## src/design/bqd_pkg.sv

```systemverilog
// Shared types and constants for the Bayer quad demosaic and white balance block.
`default_nettype none
package bqd_pkg;

  localparam int SIZE_W    = 15;
  localparam int SAMPLE_W  = 16;
  localparam int COORD_W   = 12;
  localparam int GAIN_FRAC = 12;
  localparam logic [1:0] BEAT_LAST = 2'd3;

  typedef enum logic [2:0] {
    REG_WIDTH     = 3'd0,
    REG_HEIGHT    = 3'd1,
    REG_GAIN_RED  = 3'd2,
    REG_GAIN_BLUE = 3'd3,
    REG_MAX_VALUE = 3'd4
  } reg_idx_t;

  typedef struct packed {
    logic [SAMPLE_W-1:0] green_top;
    logic [SAMPLE_W-1:0] green_bot;
    logic [COORD_W-1:0]  top_row;
    logic [COORD_W-1:0]  bot_row;
    logic [COORD_W-1:0]  col;
  } side_t;

  typedef struct packed {
    logic [SAMPLE_W-1:0] red;
    logic [SAMPLE_W-1:0] blue;
    side_t               side;
  } quad_t;

endpackage
`default_nettype wire

```

## src/design/bqd_quad_out.sv

```systemverilog
// Output register that sends the four pixels of a quad as four beats.
`default_nettype none
module bqd_quad_out (
  input  logic           clk,
  input  logic           rst_n,
  input  logic           quad_valid,
  input  bqd_pkg::quad_t quad,
  output logic           q_free,
  output logic           out_tvalid,
  input  logic           out_tready,
  output logic [71:0]    out_tdata,
  output logic           out_tlast
);
  import bqd_pkg::*;

  logic        q_v_r;
  logic        q_v_nxt;
  logic [1:0]  k_r;
  logic [1:0]  k_nxt;
  quad_t       quad_r;
  logic        load;
  logic [15:0] green;
  logic [11:0] row;
  logic [11:0] col;

  assign q_free = !q_v_r || (k_r == BEAT_LAST && out_tready);
  assign load   = quad_valid && q_free;

  always_comb begin
    q_v_nxt = q_v_r;
    k_nxt   = k_r;
    if (load) begin
      q_v_nxt = 1'b1;
      k_nxt   = 2'd0;
    end else if (q_v_r && out_tready) begin
      if (k_r == BEAT_LAST) begin
        q_v_nxt = 1'b0;
        k_nxt   = 2'd0;
      end else begin
        k_nxt = k_r + 2'd1;
      end
    end
  end

  always_ff @(posedge clk) begin
    if (!rst_n) begin
      q_v_r <= 1'b0;
      k_r   <= 2'd0;
    end else begin
      q_v_r <= q_v_nxt;
      k_r   <= k_nxt;
    end
  end

  always_ff @(posedge clk) begin
    if (load) begin
      quad_r <= quad;
    end
  end

  assign green = k_r[1] ? quad_r.side.green_bot : quad_r.side.green_top;
  assign row   = k_r[1] ? quad_r.side.bot_row : quad_r.side.top_row;
  assign col   = k_r[0] ? quad_r.side.col : {quad_r.side.col[11:1], 1'b0};

  assign out_tvalid = q_v_r;
  assign out_tdata  = {col, row, quad_r.blue, green, quad_r.red};
  assign out_tlast  = (k_r == BEAT_LAST);

  a_idle_index: assert property (@(posedge clk) disable iff (!rst_n)
    !q_v_r |-> k_r == 2'd0)
    else $error("beat index nonzero while empty");

  a_drain: assert property (@(posedge clk) disable iff (!rst_n)
    (q_v_r && k_r == BEAT_LAST && out_tready && !quad_valid) |=> !q_v_r)
    else $error("quad not released after last beat");

  a_step: assert property (@(posedge clk) disable iff (!rst_n)
    (q_v_r && out_tready && k_r != BEAT_LAST) |=> (q_v_r && k_r == $past(k_r) + 2'd1))
    else $error("beat index did not advance");
endmodule
`default_nettype wire

```

## config.mk

```make
export PLATFORM = sky130hd
export DESIGN_NAME = bqd_quad_out
export DESIGN_NICKNAME = d
export VERILOG_FILES = /design/src/design/bqd_pkg.sv /design/src/design/bqd_quad_out.sv
export SDC_FILE = /design/constraint.sdc
export NUM_CORES = 1
export LEC_CHECK = 0
export BUFFER_PORTS_ARGS = -buffer_cell sky130_fd_sc_hd__buf_2
export CAP_MARGIN = 40
export CORE_ASPECT_RATIO = 1.1
export CORE_MARGIN = 8
export CORE_UTILIZATION = 40
export DETAILED_ROUTE_END_ITERATION = 6
export PLACE_DENSITY = 0.73
export SYNTH_ARGS = -nofsm -noshare
export SYNTH_HDL_FRONTEND = slang
export SYNTH_SLANG_ARGS = --single-unit
export TNS_END_PERCENT = 1
```

## constraint.sdc

```tcl
create_clock -name clk -period 3.71 [get_ports clk]
set_input_delay 0.9275 -clock clk [delete_from_list [all_inputs] [get_ports clk]]
set_output_delay 0.9275 -clock clk [all_outputs]
set_load 0.02 [all_outputs]
```

* After elaboration in Yosys (flattened, before gate mapping)
Cells that the tools add are included.
** Cells by class
- Reduce and logical (&&, ||, !) cells :: 9
- Add/subtract/negate cells :: 1
- Multiplexer cells :: 7
- Equality and inequality tests :: 1
- Bitwise gates (word level) :: 1
** Operators by type and width (count)
- 2-to-1 mux 16 bit :: 1
- 2-to-1 mux 12 bit :: 1
- 2-to-1 mux 1 bit :: 4
- nonzero test 2 bit :: 2
- logical AND 1 bit :: 3
- adder 2 x 1 -> 2 bit, second input constant :: 1
- == test 2 bit, second input constant :: 1
- 2-to-1 mux 2 bit :: 1
- AND reduction 2 bit :: 1
- OR reduction 2 bit :: 1
- zero test 1 bit :: 1
- logical OR 1 bit :: 1
- NOT 1 bit :: 1
** Storage, ports and cells
- Output and inout bits :: 75
- Register bits :: 103
- Word-level logic and storage cells :: 28

* Depth between registers and ports, before layout
- Depth in word-level cells :: 6
- Mapped depth :: 3
- Depth with buffers taken out :: 3

* Least setup slack after synthesis
OpenSTA, ideal clock, no wires.
- Path kind :: input to register
- Start :: input port out_tready
- End :: register quad_r (netlist bit out_tdata[0]), enable pin
- Library setup time :: 470 ps
- Buffers on the path :: 0
- Data required time :: 3240 ps
- Stages on the path :: 2
- Setup slack :: -266 ps
- Arrival time :: 3506 ps
- Path through :: a21bo_2 -> and2_1
** On the way
- Cells in the longest elaborated chain, start to end :: 3
** RTL lines
- start, declared :: line bqd_quad_out.sv:10 : input logic out_tready,
- logical AND 1 bit :: line bqd_quad_out.sv:26 : assign q_free = !q_v_r || (k_r == BEAT_LAST && out_tready);
- logical OR 1 bit :: line bqd_quad_out.sv:26
- logical AND 1 bit :: line bqd_quad_out.sv:27 : assign load = quad_valid && q_free;
- named net load :: line bqd_quad_out.sv:21 : logic load;
- end signal, assigned :: line bqd_quad_out.sv:57 : quad_r <= quad;
- end, declared :: line bqd_quad_out.sv:20 : quad_t quad_r;
The timed path passes the listed nets, and every way through them passes these cells.
A chain may end at the register's enable or synchronous reset.

* Worst setup path after layout
- Start :: register k_r[1]
- End :: output port out_tdata[54]
** On the way
- Cells in the longest elaborated chain, start to end :: 1
** RTL lines
- start, declared :: line bqd_quad_out.sv:18 : logic [1:0] k_r;
- start signal, assigned :: line bqd_quad_out.sv:51 : k_r <= k_nxt;
- 2-to-1 mux 12 bit :: line bqd_quad_out.sv:62 : assign row = k_r[1] ? quad_r.side.bot_row : quad_r.side.top_row;
- end, declared :: line bqd_quad_out.sv:11 : output logic [71:0] out_tdata,
No other way between the ends.

==> flow_metrics.tcl <==
set metrics [dict create \
    path_class "register to primary output" \
    cts.repair.resized 0 \
    synth_cells 191 \
    critPathCaptureType "primary output" \
    drive_gt1_share_pct 64.9 \
    wl_per_cell_um 16.8 \
    setup_viol 0 \
    drv_cap 0 \
    clockRootBuffer "clkbuf_8" \
    detail-route-antenna-nets 0 \
    syn-num-nets 296 \
    grt_max_degree 57 \
    finalHoldViolCount 0 \
    yosysTopAreaCell "edfxtp_1" \
    synth-seq-area-share_pct 79.8 \
    arrival_ns 1.94 \
    critPathSlowestCell "dfxtp_1" \
    synth_area_leaders "edfxtp_1, buf_4, mux2_2" \
    io_pins 179 \
    fin_crit_sh_pct 77.2 \
    wl_met2_um 3900 \
    hold_buffers 0 \
    dr.pass1.iters 4 \
    utilization_pct 50.6 \
    overflow 0 \
    ys_ff_latch 103 \
    clk_pin_slew_ns 0.09 \
    rows 37 \
    hold_class "register to register" \
    cts_buffer_depth 2 \
    totalWireLength_um 7730 \
    period_needed_ns 2.87 \
    post_cts_buffers 0 \
    core_um2 9350 \
    leakage_nw 1.93 \
    crit_required_ns 2.78 \
    die_w_um 109 \
    synth_cell_types 19 \
    synth_area_um2 3840 \
    worst_slew_pin_slew_ns 0.722 \
    first_iter_violations 64 \
    status "finished clean" \
    diodes 0 \
    initial_utilization_pct 41.0 \
    drcViolationCount 0 \
    area_growth_pct 23.3 \
    mostFrequentLayoutCell "buf_2" \
    io_buffer_count 178 \
    nFillCells 810 \
    max_stage_delay_ns 0.69 \
    cellPowerDensity_nw_per_um2 460 \
    cts_buffers 9 \
    skew_ns 0.00711 \
    met3_length_um 902 \
    gp_congestion 0.738 \
    cts_tree "built" \
    first_global_vias 2294 \
    final.setup.tns_ns 0 \
    hpwlAfterDp_um 6030 \
    top_layer "met5" \
    critical_path.startpoint_type "register" \
    hold_slack_ns 0.597 \
    mostFrequentLayoutCells "buf_2, edfxtp_1, mux2_2" \
    die_area_um2 13000 \
    htreeDepth 3 \
    fin_area_um2 4730 \
    clock_sinks 103 \
    grt_pass1_wl_um 11200 \
    vdd_drop_max_v 0.000187 \
    path_max_fanout 18 \
    yosysTopAreaCellShare_pct 78.3 \
    placed_area_um2 4560 \
    vias 2041 \
    grt_use_total_pct 11.5 \
    finalMaxSlewViolations 0 \
    grt_antenna_before_repair 2 \
    maxSlewHeadroom_pct 51.9 \
    rsz0062_at_grt "no" \
    wl_met1_um 2740 \
    viasPerCell 4.45 \
    die_y_um 119 \
    path_cells "buf_4 > mux2_2 > buf_2" \
    finalNetCount 442 \
    worstSkewPairLatency_ns 0.35 \
    synth_warnings 0 \
    fmax_ghz 0.349 \
    syn_area_per_cell_um2 20.1 \
]
==> power breakdown <==
| part | leakage (nW) | total, mW | switching, mW | internal [mW] |
|---|---|---|---|---|
| logic | 0.869 | 0.211 | 0.125 | 0.0863 |
| registers | 0.977 | 1.37 | 0.0158 | 1.35 |
| clock network | 0.0838 | 0.601 | 0.342 | 0.259 |
==> layer usage <==
metal | vias up | track usage [%]
met5 | - | 0
met4 | 4 | 6.34
met3 | 16 | 5.33
met2 | 103 | 19.4
met1 | 955 | 11.2
li1 | 963 | -
==> cells in the mapped netlist <==
cell,count
mux2_2,25
nand3b_1,1
edfxtp_1,100
buf_6,1
dfxtp_1,3
a221oi_2,1
and2_1,2
a21bo_2,1
nand4bb_1,1
inv_1,2
a21oi_1,1
mux2_1,3
a31oi_1,1
buf_2,1
or3b_1,1
ha_1,1
buf_4,44
nand3_1,1
a21bo_1,1
==> final timing paths <==
check	slack [ns]	to	start	depth (start not counted)
worst max-delay path	0.84	out_tdata[54]	k_r[1]	3
worst min-delay path	0.60	k_r[0]	k_r[0]	2
worst max register to register	1.25	quad_r[5]	k_r[1]	4
worst min register to register	0.60	k_r[0]	k_r[0]	2
==> cell type report <==
class                   count  area [µm²]  area share [%]
clock buffers              12         145            3.07
clock inverters             4        21.3           0.450
inverters                   2        7.51           0.159
multi-input cells          40         422            8.91
flip-flops and latches    103        3060            64.7
well taps                 117         146            3.09
repair buffers            181         926            19.6
==> per-stage QoR <==
stage | std cells | worst slack (ns) | power, mW
after floorplan | 191 | 0.842 | 1.53
after global placement | 443 | 1.22 | 1.60
after detailed placement | 443 | 1.16 | 1.61
after CTS | 459 | 0.792 | 2.21
after global routing | 459 | 0.709 | 2.27
final | 459 | 0.845 | 2.18
==> worst max-delay path: cells and delay by family, from the launching register on <==
kind | cells | cell delay [ns]
flops | 1 | 0.69
buf+inv | 2 | 0.52
mux | 1 | 0.37
==> state kept, by name, summed over array words and instances, names as in the netlist <==
name and flops:
out_tdata 32, k_r 2, out_tvalid 1, quad_r 68
==> kinds of logic after synthesis <==
| kind of cell | Yosys count | synth area share, % |
|---|---|---|
| compound gates | 5 | 1.21 |
| fa+ha+maj | 1 | 0.326 |
| buf+inv | 48 | 9.23 |
| flops | 103 | 79.8 |
| mux | 28 | 8.22 |
| simple gates | 6 | 1.17 |
(Power assumes the default switching activity.)
