===== config.mk =====
export PLATFORM = sky130hd
export DESIGN_NAME = bqd_balance
export DESIGN_NICKNAME = d
export VERILOG_FILES = /design/src/design/bqd_pkg.sv /design/src/design/bqd_balance.sv
export SDC_FILE = /design/constraint.sdc
export NUM_CORES = 1
export LEC_CHECK = 0
export BUFFER_PORTS_ARGS = -buffer_cell sky130_fd_sc_hd__buf_2
export CAP_MARGIN = 20
export CORE_MARGIN = 10
export CORE_UTILIZATION = 30
export CTS_BUF_LIST = sky130_fd_sc_hd__clkbuf_4 sky130_fd_sc_hd__clkbuf_8 sky130_fd_sc_hd__clkbuf_16
export DETAILED_ROUTE_END_ITERATION = 6
export PLACE_DENSITY_LB_ADDON = 0.05
export SLEW_MARGIN = 15
export SYNTH_ARGS = -nofsm -noshare
export SYNTH_HDL_FRONTEND = slang
export SYNTH_SLANG_ARGS = --single-unit

===== constraint.sdc =====
create_clock -name clk -period 12.89 [get_ports clk]
set_clock_uncertainty 0.05 [all_clocks]
set_input_delay 1.289 -clock clk [delete_from_list [all_inputs] [get_ports clk]]
set_output_delay 1.289 -clock clk [all_outputs]
set_load 0.1 [all_outputs]

===== src/design/bqd_pkg.sv =====
// Shared types and constants for the Bayer quad demosaic and white balance block.
`default_nettype none
package bqd_pkg;

  localparam int SIZE_W    = 15;
  localparam int SAMPLE_W  = 16;
  localparam int COORD_W   = 12;
  localparam int GAIN_FRAC = 12;
  localparam logic [1:0] BEAT_LAST = 2'd3;

  typedef enum logic [2:0] {
    REG_WIDTH     = 3'd0,
    REG_HEIGHT    = 3'd1,
    REG_GAIN_RED  = 3'd2,
    REG_GAIN_BLUE = 3'd3,
    REG_MAX_VALUE = 3'd4
  } reg_idx_t;

  typedef struct packed {
    logic [SAMPLE_W-1:0] green_top;
    logic [SAMPLE_W-1:0] green_bot;
    logic [COORD_W-1:0]  top_row;
    logic [COORD_W-1:0]  bot_row;
    logic [COORD_W-1:0]  col;
  } side_t;

  typedef struct packed {
    logic [SAMPLE_W-1:0] red;
    logic [SAMPLE_W-1:0] blue;
    side_t               side;
  } quad_t;

endpackage
`default_nettype wire


===== src/design/bqd_balance.sv =====
// Gain multiply stage for red and blue with truncation and clamp on the products.
`default_nettype none
module bqd_balance (
  input  logic          clk,
  input  logic          rst_n,
  input  logic          load,
  input  logic [15:0]   raw_red,
  input  logic [15:0]   raw_blue,
  input  logic [15:0]   gain_red,
  input  logic [15:0]   gain_blue,
  input  logic [15:0]   max_value,
  input  bqd_pkg::side_t side,
  input  logic          q_free,
  output logic          room,
  output logic          quad_valid,
  output bqd_pkg::quad_t quad
);
  import bqd_pkg::*;

  logic        s1_v_r;
  logic        s1_v_nxt;
  logic [31:0] prod_red_r;
  logic [31:0] prod_blue_r;
  side_t       side_r;

  function automatic logic [15:0] clamp_val(input logic [31:0] prod, input logic [15:0] maxv);
    logic [19:0] v;
    v = prod[31:GAIN_FRAC];
    if (v >= {4'd0, maxv}) begin
      return maxv - 16'd1;
    end
    return v[15:0];
  endfunction

  assign room = !s1_v_r || q_free;

  always_comb begin
    s1_v_nxt = s1_v_r;
    if (load) begin
      s1_v_nxt = 1'b1;
    end else if (s1_v_r && q_free) begin
      s1_v_nxt = 1'b0;
    end
  end

  always_ff @(posedge clk) begin
    if (!rst_n) begin
      s1_v_r <= 1'b0;
    end else begin
      s1_v_r <= s1_v_nxt;
    end
  end

  always_ff @(posedge clk) begin
    if (load) begin
      prod_red_r  <= 32'(raw_red) * 32'(gain_red);
      prod_blue_r <= 32'(raw_blue) * 32'(gain_blue);
      side_r      <= side;
    end
  end

  assign quad_valid = s1_v_r;
  assign quad.red   = clamp_val(prod_red_r, max_value);
  assign quad.blue  = clamp_val(prod_blue_r, max_value);
  assign quad.side  = side_r;
endmodule
`default_nettype wire


# After elaboration in Yosys (flattened, before gate mapping)
# Index checks and enable logic that the tools add are counted.
[totals] input_bits=152 mem_count=0 latchBits=0 out_inout_bits=102 mem_bits_rw=0 reg_bits=133 mem_bits_ro=0
[classes] n_lt_le_gt_ge=2 n_bitwise=0 n_mux=8 n_mul=2 addsub=1 n_reduce_logical=4 n_eq_ne=0 div=0 shift=0
[op_table] op="16-bit by 16-bit multiplier with 32-bit output" count=2
[op_table] op="16-bit two-way mux" count=4
[op_table] op="20-bit by 16-bit greater-or-equal comparator with 1-bit output" count=2
[op_table] op="16-bit by 1-bit subtractor with 16-bit output (second input constant)" count=1
[op_table] op="1-bit two-way mux" count=4
[op_table] op="2-bit nonzero test" count=1
[op_table] op="1-bit logical AND" count=1
[op_table] op="1-bit zero test" count=1
[op_table] op="1-bit logical OR" count=1

# Logic depth before layout (Yosys ltp)
# Gate-level depths: netlist of run 1.
[depth] word_depth=3 depth_mapped=24 mapped_depth_nobuf=23

# Worst setup path before layout of run 1
# No wires, ideal clock.
[synth_timing] kind="input-to-reg" from="in raw_red[11]" to="reg prod_red_r[31] (data pin)" path_slack_ns=5.814 n_path_buf=1 setup_ns=0.260 t_arrival_ns=6.766 required_ns=12.580 stages=21 cell_sequence="clkbuf_1 -> nand2_1 -> fa_1 -> fa_1 -> inv_1 -> fa_1 -> inv_1 -> fa_1 -> fa_1 -> fa_1 -> inv_1 -> ha_1 -> a21oi_1 -> o211ai_1 -> a32oi_1 -> o21ai_1 -> a41o_1 -> o31a_1 -> a211o_1 -> a21oi_2 -> xnor2_1"
[synth_between] elab_chain_len=1
[synth_rtl] element="start: declaration" line="bqd_balance.sv:7" source="input logic [15:0] raw_red,"
[synth_rtl] element="16-bit by 16-bit multiplier with 32-bit output" line="bqd_balance.sv:56" source="prod_red_r <= 32'(raw_red) * 32'(gain_red);"
[synth_rtl] element="end signal: assignment" line="bqd_balance.sv:56"
[synth_rtl] element="end: declaration" line="bqd_balance.sv:22" source="logic [31:0] prod_red_r;"
# No other way between the ends.
# A chain may end at the register's enable or synchronous reset.

# Worst setup path in the final report of run 1
[layout_timing] from="in raw_red[13]" to="reg prod_red_r[31] (data pin)"
# The elaborated chain is that of the path after synthesis.

==> flow_metrics.tcl, run 1 <==
set metrics [dict create \
    status "finished, final reports clean" \
    antenna_found_initial 1 \
    crit_path_start "raw_red[13]" \
    synth_seq_area_share_pct 15.9 \
    grt_first_pass_wirelength_um 94200 \
    crit_path_end_kind "flip-flop" \
    crit_path_start_kind "input port" \
    drtIter0Drc 555 \
    regToRegEndpoint "quad_valid" \
    path_common_cell "fa_1" \
    insertion_delay_ns 0.39 \
    path_class "in2reg" \
    synth.avg_cell_area_um2 9.89 \
    grt_pass1_vias 16200 \
    rsz0062_at_grt "no" \
    fin_nets 3050 \
    r2r_cells 2 \
    die_h_um 282 \
    final_min_period_over_clock_period_pct 57.5 \
    h-tree-depth 3 \
    rrSetupSlack_ns 12.18 \
    cp_top_family "adder cells" \
    clkSinkCount 109 \
    crit_end "prod_red_r[31]" \
    cts_tree "done" \
    fillCellCount 7061 \
    worst_pin_slew_ns 0.932 \
    cp_slowest_cell "a2111oi_0" \
    io_buffers 253 \
    avgViaCountPerCell 4.61 \
    drv_cap 0 \
    dpl.hpwl_um 50100 \
    post_cts_buffers 0 \
    ir_drop_mv 0.205 \
    p_leak_nw 11.5 \
    finalSetupViolations 0 \
    drc 0 \
    report.final.slew_viol_count 0 \
    drive_above_1_share_pct 13.5 \
    path_cells "buf_2, nand2_1, fa_1, fa_1, fa_1, inv_1, fa_1, fa_1, inv_1, fa_1, inv_1, ha_1, nand2_1, a2111oi_0, a221oi_2, o21ai_1, a41o_1, o31a_1, a211o_1, a21oi_2, xnor2_1" \
    area_growth_pct 12.0 \
    p_per_area_nw_per_um2 252 \
    relSlewSlack_pct 37.9 \
    grt-ovfl-total 0 \
    rr_startpoint "quad_valid" \
    placed_cells 3139 \
    wirelength_um 59400 \
    detailedRoute.firstPassIterationCount 5 \
    ant_nets 0 \
    fin_crit_ns 7.41 \
    pin_count 254 \
    grt_usage_pct 15.5 \
    rows 95 \
    cp.depth 21 \
    path_clk_slew_ns 0.09 \
    cts_buffer_depth 2 \
    dieArea_um2 79300 \
    yosys_warnings 0 \
    seq_area_um2 3260 \
    worstPathArrival_ns 7.49 \
    fmax_mhz 135 \
    ctsResizeCount 0 \
    start_util_pct 30.4 \
    hp-class "reg2reg" \
    synth-seq-cells 109 \
    holdWs_ns 0.491 \
    post_drt_wl_per_cell_um 18.8 \
    instances_no_fill 3157 \
    grt_max_degree 70 \
    gp_congestion 0.798 \
    core-area_um2 67500 \
    timing.critical_path.slowest_cell_delay_ns 0.58 \
    syn_area_um2 20500 \
    numCtsBuffers 9 \
    syn_inst 2077 \
    critPathMaxFanout 16 \
    total_power_w 0.00579 \
    hold_viol_final 0 \
    worst-path-buf-inv 4 \
    vias 14500 \
    synth_cell_types 50 \
    multi_input_area_um2 15300 \
    die_x_um 282 \
    setup_tns_ns 0 \
    synth_edf_count 108 \
    clockRootBuffer "clkbuf_16" \
    ys.flop_type "edfxtp_1" \
    required_ns 12.98 \
    syn_nets 2850 \
    synthArstFlopShare_pct 0 \
    hold_buffers 0 \
]
==> layout make-up <==
type | instances | share of cell area (%)
diodes | 2 | 0.0218
clock buffers | 9 | 0.979
clock inverters | 7 | 0.441
inverters | 453 | 7.39
multi-input cells | 1449 | 66.7
flip-flops and latches | 109 | 14.2
well taps | 873 | 4.75
repair buffers | 255 | 5.58
==> worst register-to-register path, stage by stage, from the launching register on <==
cell,delay (ns)
dfxtp_1,0.35
nand2b_1,0.08
a21boi_0,0.17
==> synth_stat cells (2+ instances only) <==
cell,instances,share of area [%]
o21ai_1,2,0.049
and3_1,2,0.061
xnor2_1,38,1.6
a211oi_1,9,0.33
a31oi_1,4,0.12
a21oi_2,3,0.13
a21oi_1,33,0.80
nor2b_1,9,0.27
inv_1,453,8.3
nor4_1,3,0.091
ha_1,235,14
nand2b_1,4,0.12
fa_1,386,38
nand3b_1,2,0.073
a31o_2,2,0.085
mux2i_1,4,0.19
and2_1,235,7.2
nand4_1,12,0.37
o21ai_0,16,0.39
o21bai_1,2,0.073
nor3_1,9,0.22
nand2_1,298,5.4
o211ai_1,4,0.15
a21o_1,24,0.88
edfxtp_1,108,16
mux2_2,28,1.5
o21a_1,5,0.18
nor2_1,35,0.64
nand3_1,14,0.34
xor2_1,15,0.64
clkbuf_1,64,1.2
==> stage by stage <==
step	util, %	cell area [um^2]	setup slack [ns]
CTS	34.1	23000	5.50
floorplan	-	20500	5.81
global placement	33.6	22700	5.23
detailed placement	33.6	22700	5.08
finish	34.1	23000	5.48
global route	34.1	23000	5.12
==> cells in the final DEF (no fill, tap or decap), drive strengths merged, types with 28 or more instances in the layout <==
cell type and n:
ha 235, edfxtp 108, fa 386, nand2 298, buf 255, a21oi 36, and2 235, xnor2 38
inv 457, mux2 28, nor2 35
==> worst min-delay path by stage <==
stage	start	endpoint	cells past startpoint
after floorplan	side[0]	quad[0]	0
after global placement	quad_valid	quad_valid	2
after detailed placement	quad_valid	quad_valid	2
after CTS	quad_valid	quad_valid	2
after global routing	quad_valid	quad_valid	2
final	quad_valid	quad_valid	2
==> cell families after synthesis <==
logic type / count (synthesis) / share of synthesized area (%)
and+or+nand+nor: 628 / 15.0
AOI/OAI and AO/OA: 115 / 3.71
adders and majority gates: 621 / 51.9
buffers and inverters: 519 / 9.51
xor gates and xnor gates: 53 / 2.26
muxes: 32 / 1.73
DFF: 109 / 15.9
==> where the power goes <==
group	leakage [nW]	switching (W)	internal (W)
combinational	10.2	0.00274	0.00196
sequential	1.06	0.0000554	0.000727
clock	0.157	0.000160	0.000144
total	11.5	0.00296	0.00283
==> flip-flops by register name, summed over array words and instances, names as in the netlist <==
signal,flops
prod_blue_r,20
quad,68
quad_valid,1
prod_red_r,20
==> routing by layer <==
layer	part of all wire, %	track usage (%)	routed length [um]	vias up
li1	-	-	-	6736
met1	46	21.0	27000	7433
met2	47	25.8	28200	336
met5	0.019	0	11	-
met3	5.6	2.78	3360	39
met4	1.4	3.00	818	2
Power figures use the tool's default switching activity.
==> run 2: changes to the inputs <==
clock period = 7 ns   (was 12.89 ns; I/O delays follow)
==> run 2 against run 1 <==
Clock power increased by 82%; combinational power increased by 89%; worst hold slack got worse by 0.064 ns; critical path depth increased by 2; largest power group unchanged; register-to-register slack got worse by 5.9 ns; count of clock-buffer cells in the layout unchanged.
==> flow_metrics.tcl, run 2 (same netlist as run 1, synthesis figures left out) <==
set metrics [dict create \
    status "finished, final reports clean" \
    ir_drop_mv 0.380 \
    grt_pass1_vias 16500 \
    path_class "in2reg" \
    min_to "quad[1]" \
    start_util_pct 30.4 \
    grt_usage_pct 15.7 \
    worst_pin_slew_ns 0.885 \
    io_buffers 253 \
    detailedRoute.firstPassIterationCount 5 \
    crit_path_start_kind "input port" \
    path_cells "buf_2, and2_1, fa_1, inv_1, fa_1, fa_1, inv_1, fa_1, fa_1, inv_1, fa_1, inv_1, ha_1, nand2_1, a2111oi_0, a221oi_2, o21ai_1, buf_4, a41o_1, a31oi_1, o21bai_1, a21oi_1, xnor2_1" \
    p_per_area_nw_per_um2 463 \
    drive_above_1_share_pct 15.5 \
    post_drt_wl_per_cell_um 18.6 \
    rr_startpoint "quad_valid" \
    drc 0 \
    worst-path-buf-inv 6 \
    required_ns 7.09 \
    fin_crit_ns 6.50 \
    grt-ovfl-total 0 \
    clockRootBuffer "clkbuf_16" \
    path_clk_slew_ns 0.09 \
    gp_congestion 0.813 \
    regToRegEndpoint "quad_valid" \
    grt_max_degree 63 \
    cp_slowest_cell "a2111oi_0" \
    fin_nets 3106 \
    die_x_um 282 \
    cp_top_family "adder cells" \
    cts_tree "done" \
    finalSetupViolations 0 \
    rows 95 \
    drv_cap 0 \
    timing.critical_path.slowest_cell_delay_ns 0.59 \
    vias 14600 \
    insertion_delay_ns 0.39 \
    path_common_cell "fa_1" \
    whs_path_depth 1 \
    final_cell_mix "inv_1, fa_1, nand2_1" \
    rsz0062_at_grt "no" \
    r2r_cells 2 \
    dpl.hpwl_um 51000 \
    crit_path_end_kind "flip-flop" \
    ant_nets 0 \
    post_cts_buffers 0 \
    wirelength_um 59700 \
    worstPathArrival_ns 6.59 \
    hold_start "side[1]" \
    final_min_period_over_clock_period_pct 92.8 \
    final_cell_area_um2 23400 \
    core-area_um2 67500 \
    clkSinkCount 109 \
    final_common_cell "inv_1" \
    hp-class "in2reg" \
    antenna_found_initial 3 \
    area_growth_pct 14.0 \
    hold_buffers 0 \
    placed_area_um2 23100 \
    drtIter0Drc 582 \
    h-tree-depth 3 \
    rrSetupSlack_ns 6.32 \
    die_h_um 282 \
    cts_buffer_depth 2 \
    dieArea_um2 79300 \
    hold_viol_final 0 \
    largest_reg_flops 68 \
    relSlewSlack_pct 40.5 \
    setup_tns_ns 0 \
    critPathMaxFanout 11 \
    ctsResizeCount 0 \
    p_leak_nw 11.7 \
    report.final.slew_viol_count 0 \
    avgViaCountPerCell 4.56 \
    fmax_mhz 154 \
    numCtsBuffers 9 \
    grt_first_pass_wirelength_um 95600 \
    pin_count 254 \
]
[run 2: final cells by class]
| class | instances | area (um^2) |
|---|---|---|
| antenna | 1 | 2.50 |
| clock inverter | 7 | 98.8 |
| multi-input combinational | 1449 | 15300 |
| inverter | 453 | 1700 |
| sequential | 109 | 3260 |
| tap | 873 | 1090 |
| clock buffer | 9 | 225 |
| timing repair buffer | 311 | 1710 |
| fill | 7095 | 44100 |
[run 2: worst register-to-register path: cells and delay by family (launching register included)]
| family | cells | cell delay [ns] |
|---|---|---|
| DFF | 1 | 0.34 |
| and+or+nand+nor | 1 | 0.07 |
| AOI/OAI and AO/OA | 1 | 0.16 |
[run 2: report_power, final]
part           internal, W  leakage, nW  switching, W
Sequential         0.00134         1.06     0.0000923
Clock             0.000260        0.154      0.000291
Combinational      0.00384         10.5       0.00502
[run 2: worst max-delay path by stage]
| stage | end | startpoint | depth (start not counted) |
|---|---|---|---|
| 6_report | prod_red_r[26] | gain_red[4] | 23 |
| 5_1_grt | prod_red_r[31] | gain_red[4] | 23 |
| 4_1_cts | prod_red_r[29] | gain_red[4] | 23 |
| 3_5_place_dp | prod_red_r[29] | gain_red[4] | 23 |
| 3_3_place_gp | prod_red_r[29] | gain_red[5] | 23 |
| 2_1_floorplan | prod_red_r[31] | raw_red[11] | 21 |
[run 2: metal layers]
metal | vias to the layer above | GRT usage (%) | wire length (um)
li1 | 6842 | - | -
met1 | 7485 | 20.9 | 27100
met2 | 272 | 26.8 | 28900
met3 | 33 | 2.42 | 3050
met4 | 2 | 2.45 | 665
met5 | - | 0 | 7
[run 2: per-stage QoR]
stage / total power, W / instances / worst slack, ns / utilization [%] / hold WS [ns]
floorplan: 0.00815 / 2077 / 0.513 / - / 0.749
global placement: 0.0105 / 3194 / 0.119 / 34.2 / 0.433
detailed placement: 0.0105 / 3194 / 0.0557 / 34.2 / 0.457
CTS: 0.0111 / 3210 / 0.462 / 34.7 / 0.398
global route: 0.0124 / 3211 / 0.127 / 34.7 / 0.401
finish: 0.0108 / 3212 / 0.501 / 34.7 / 0.427
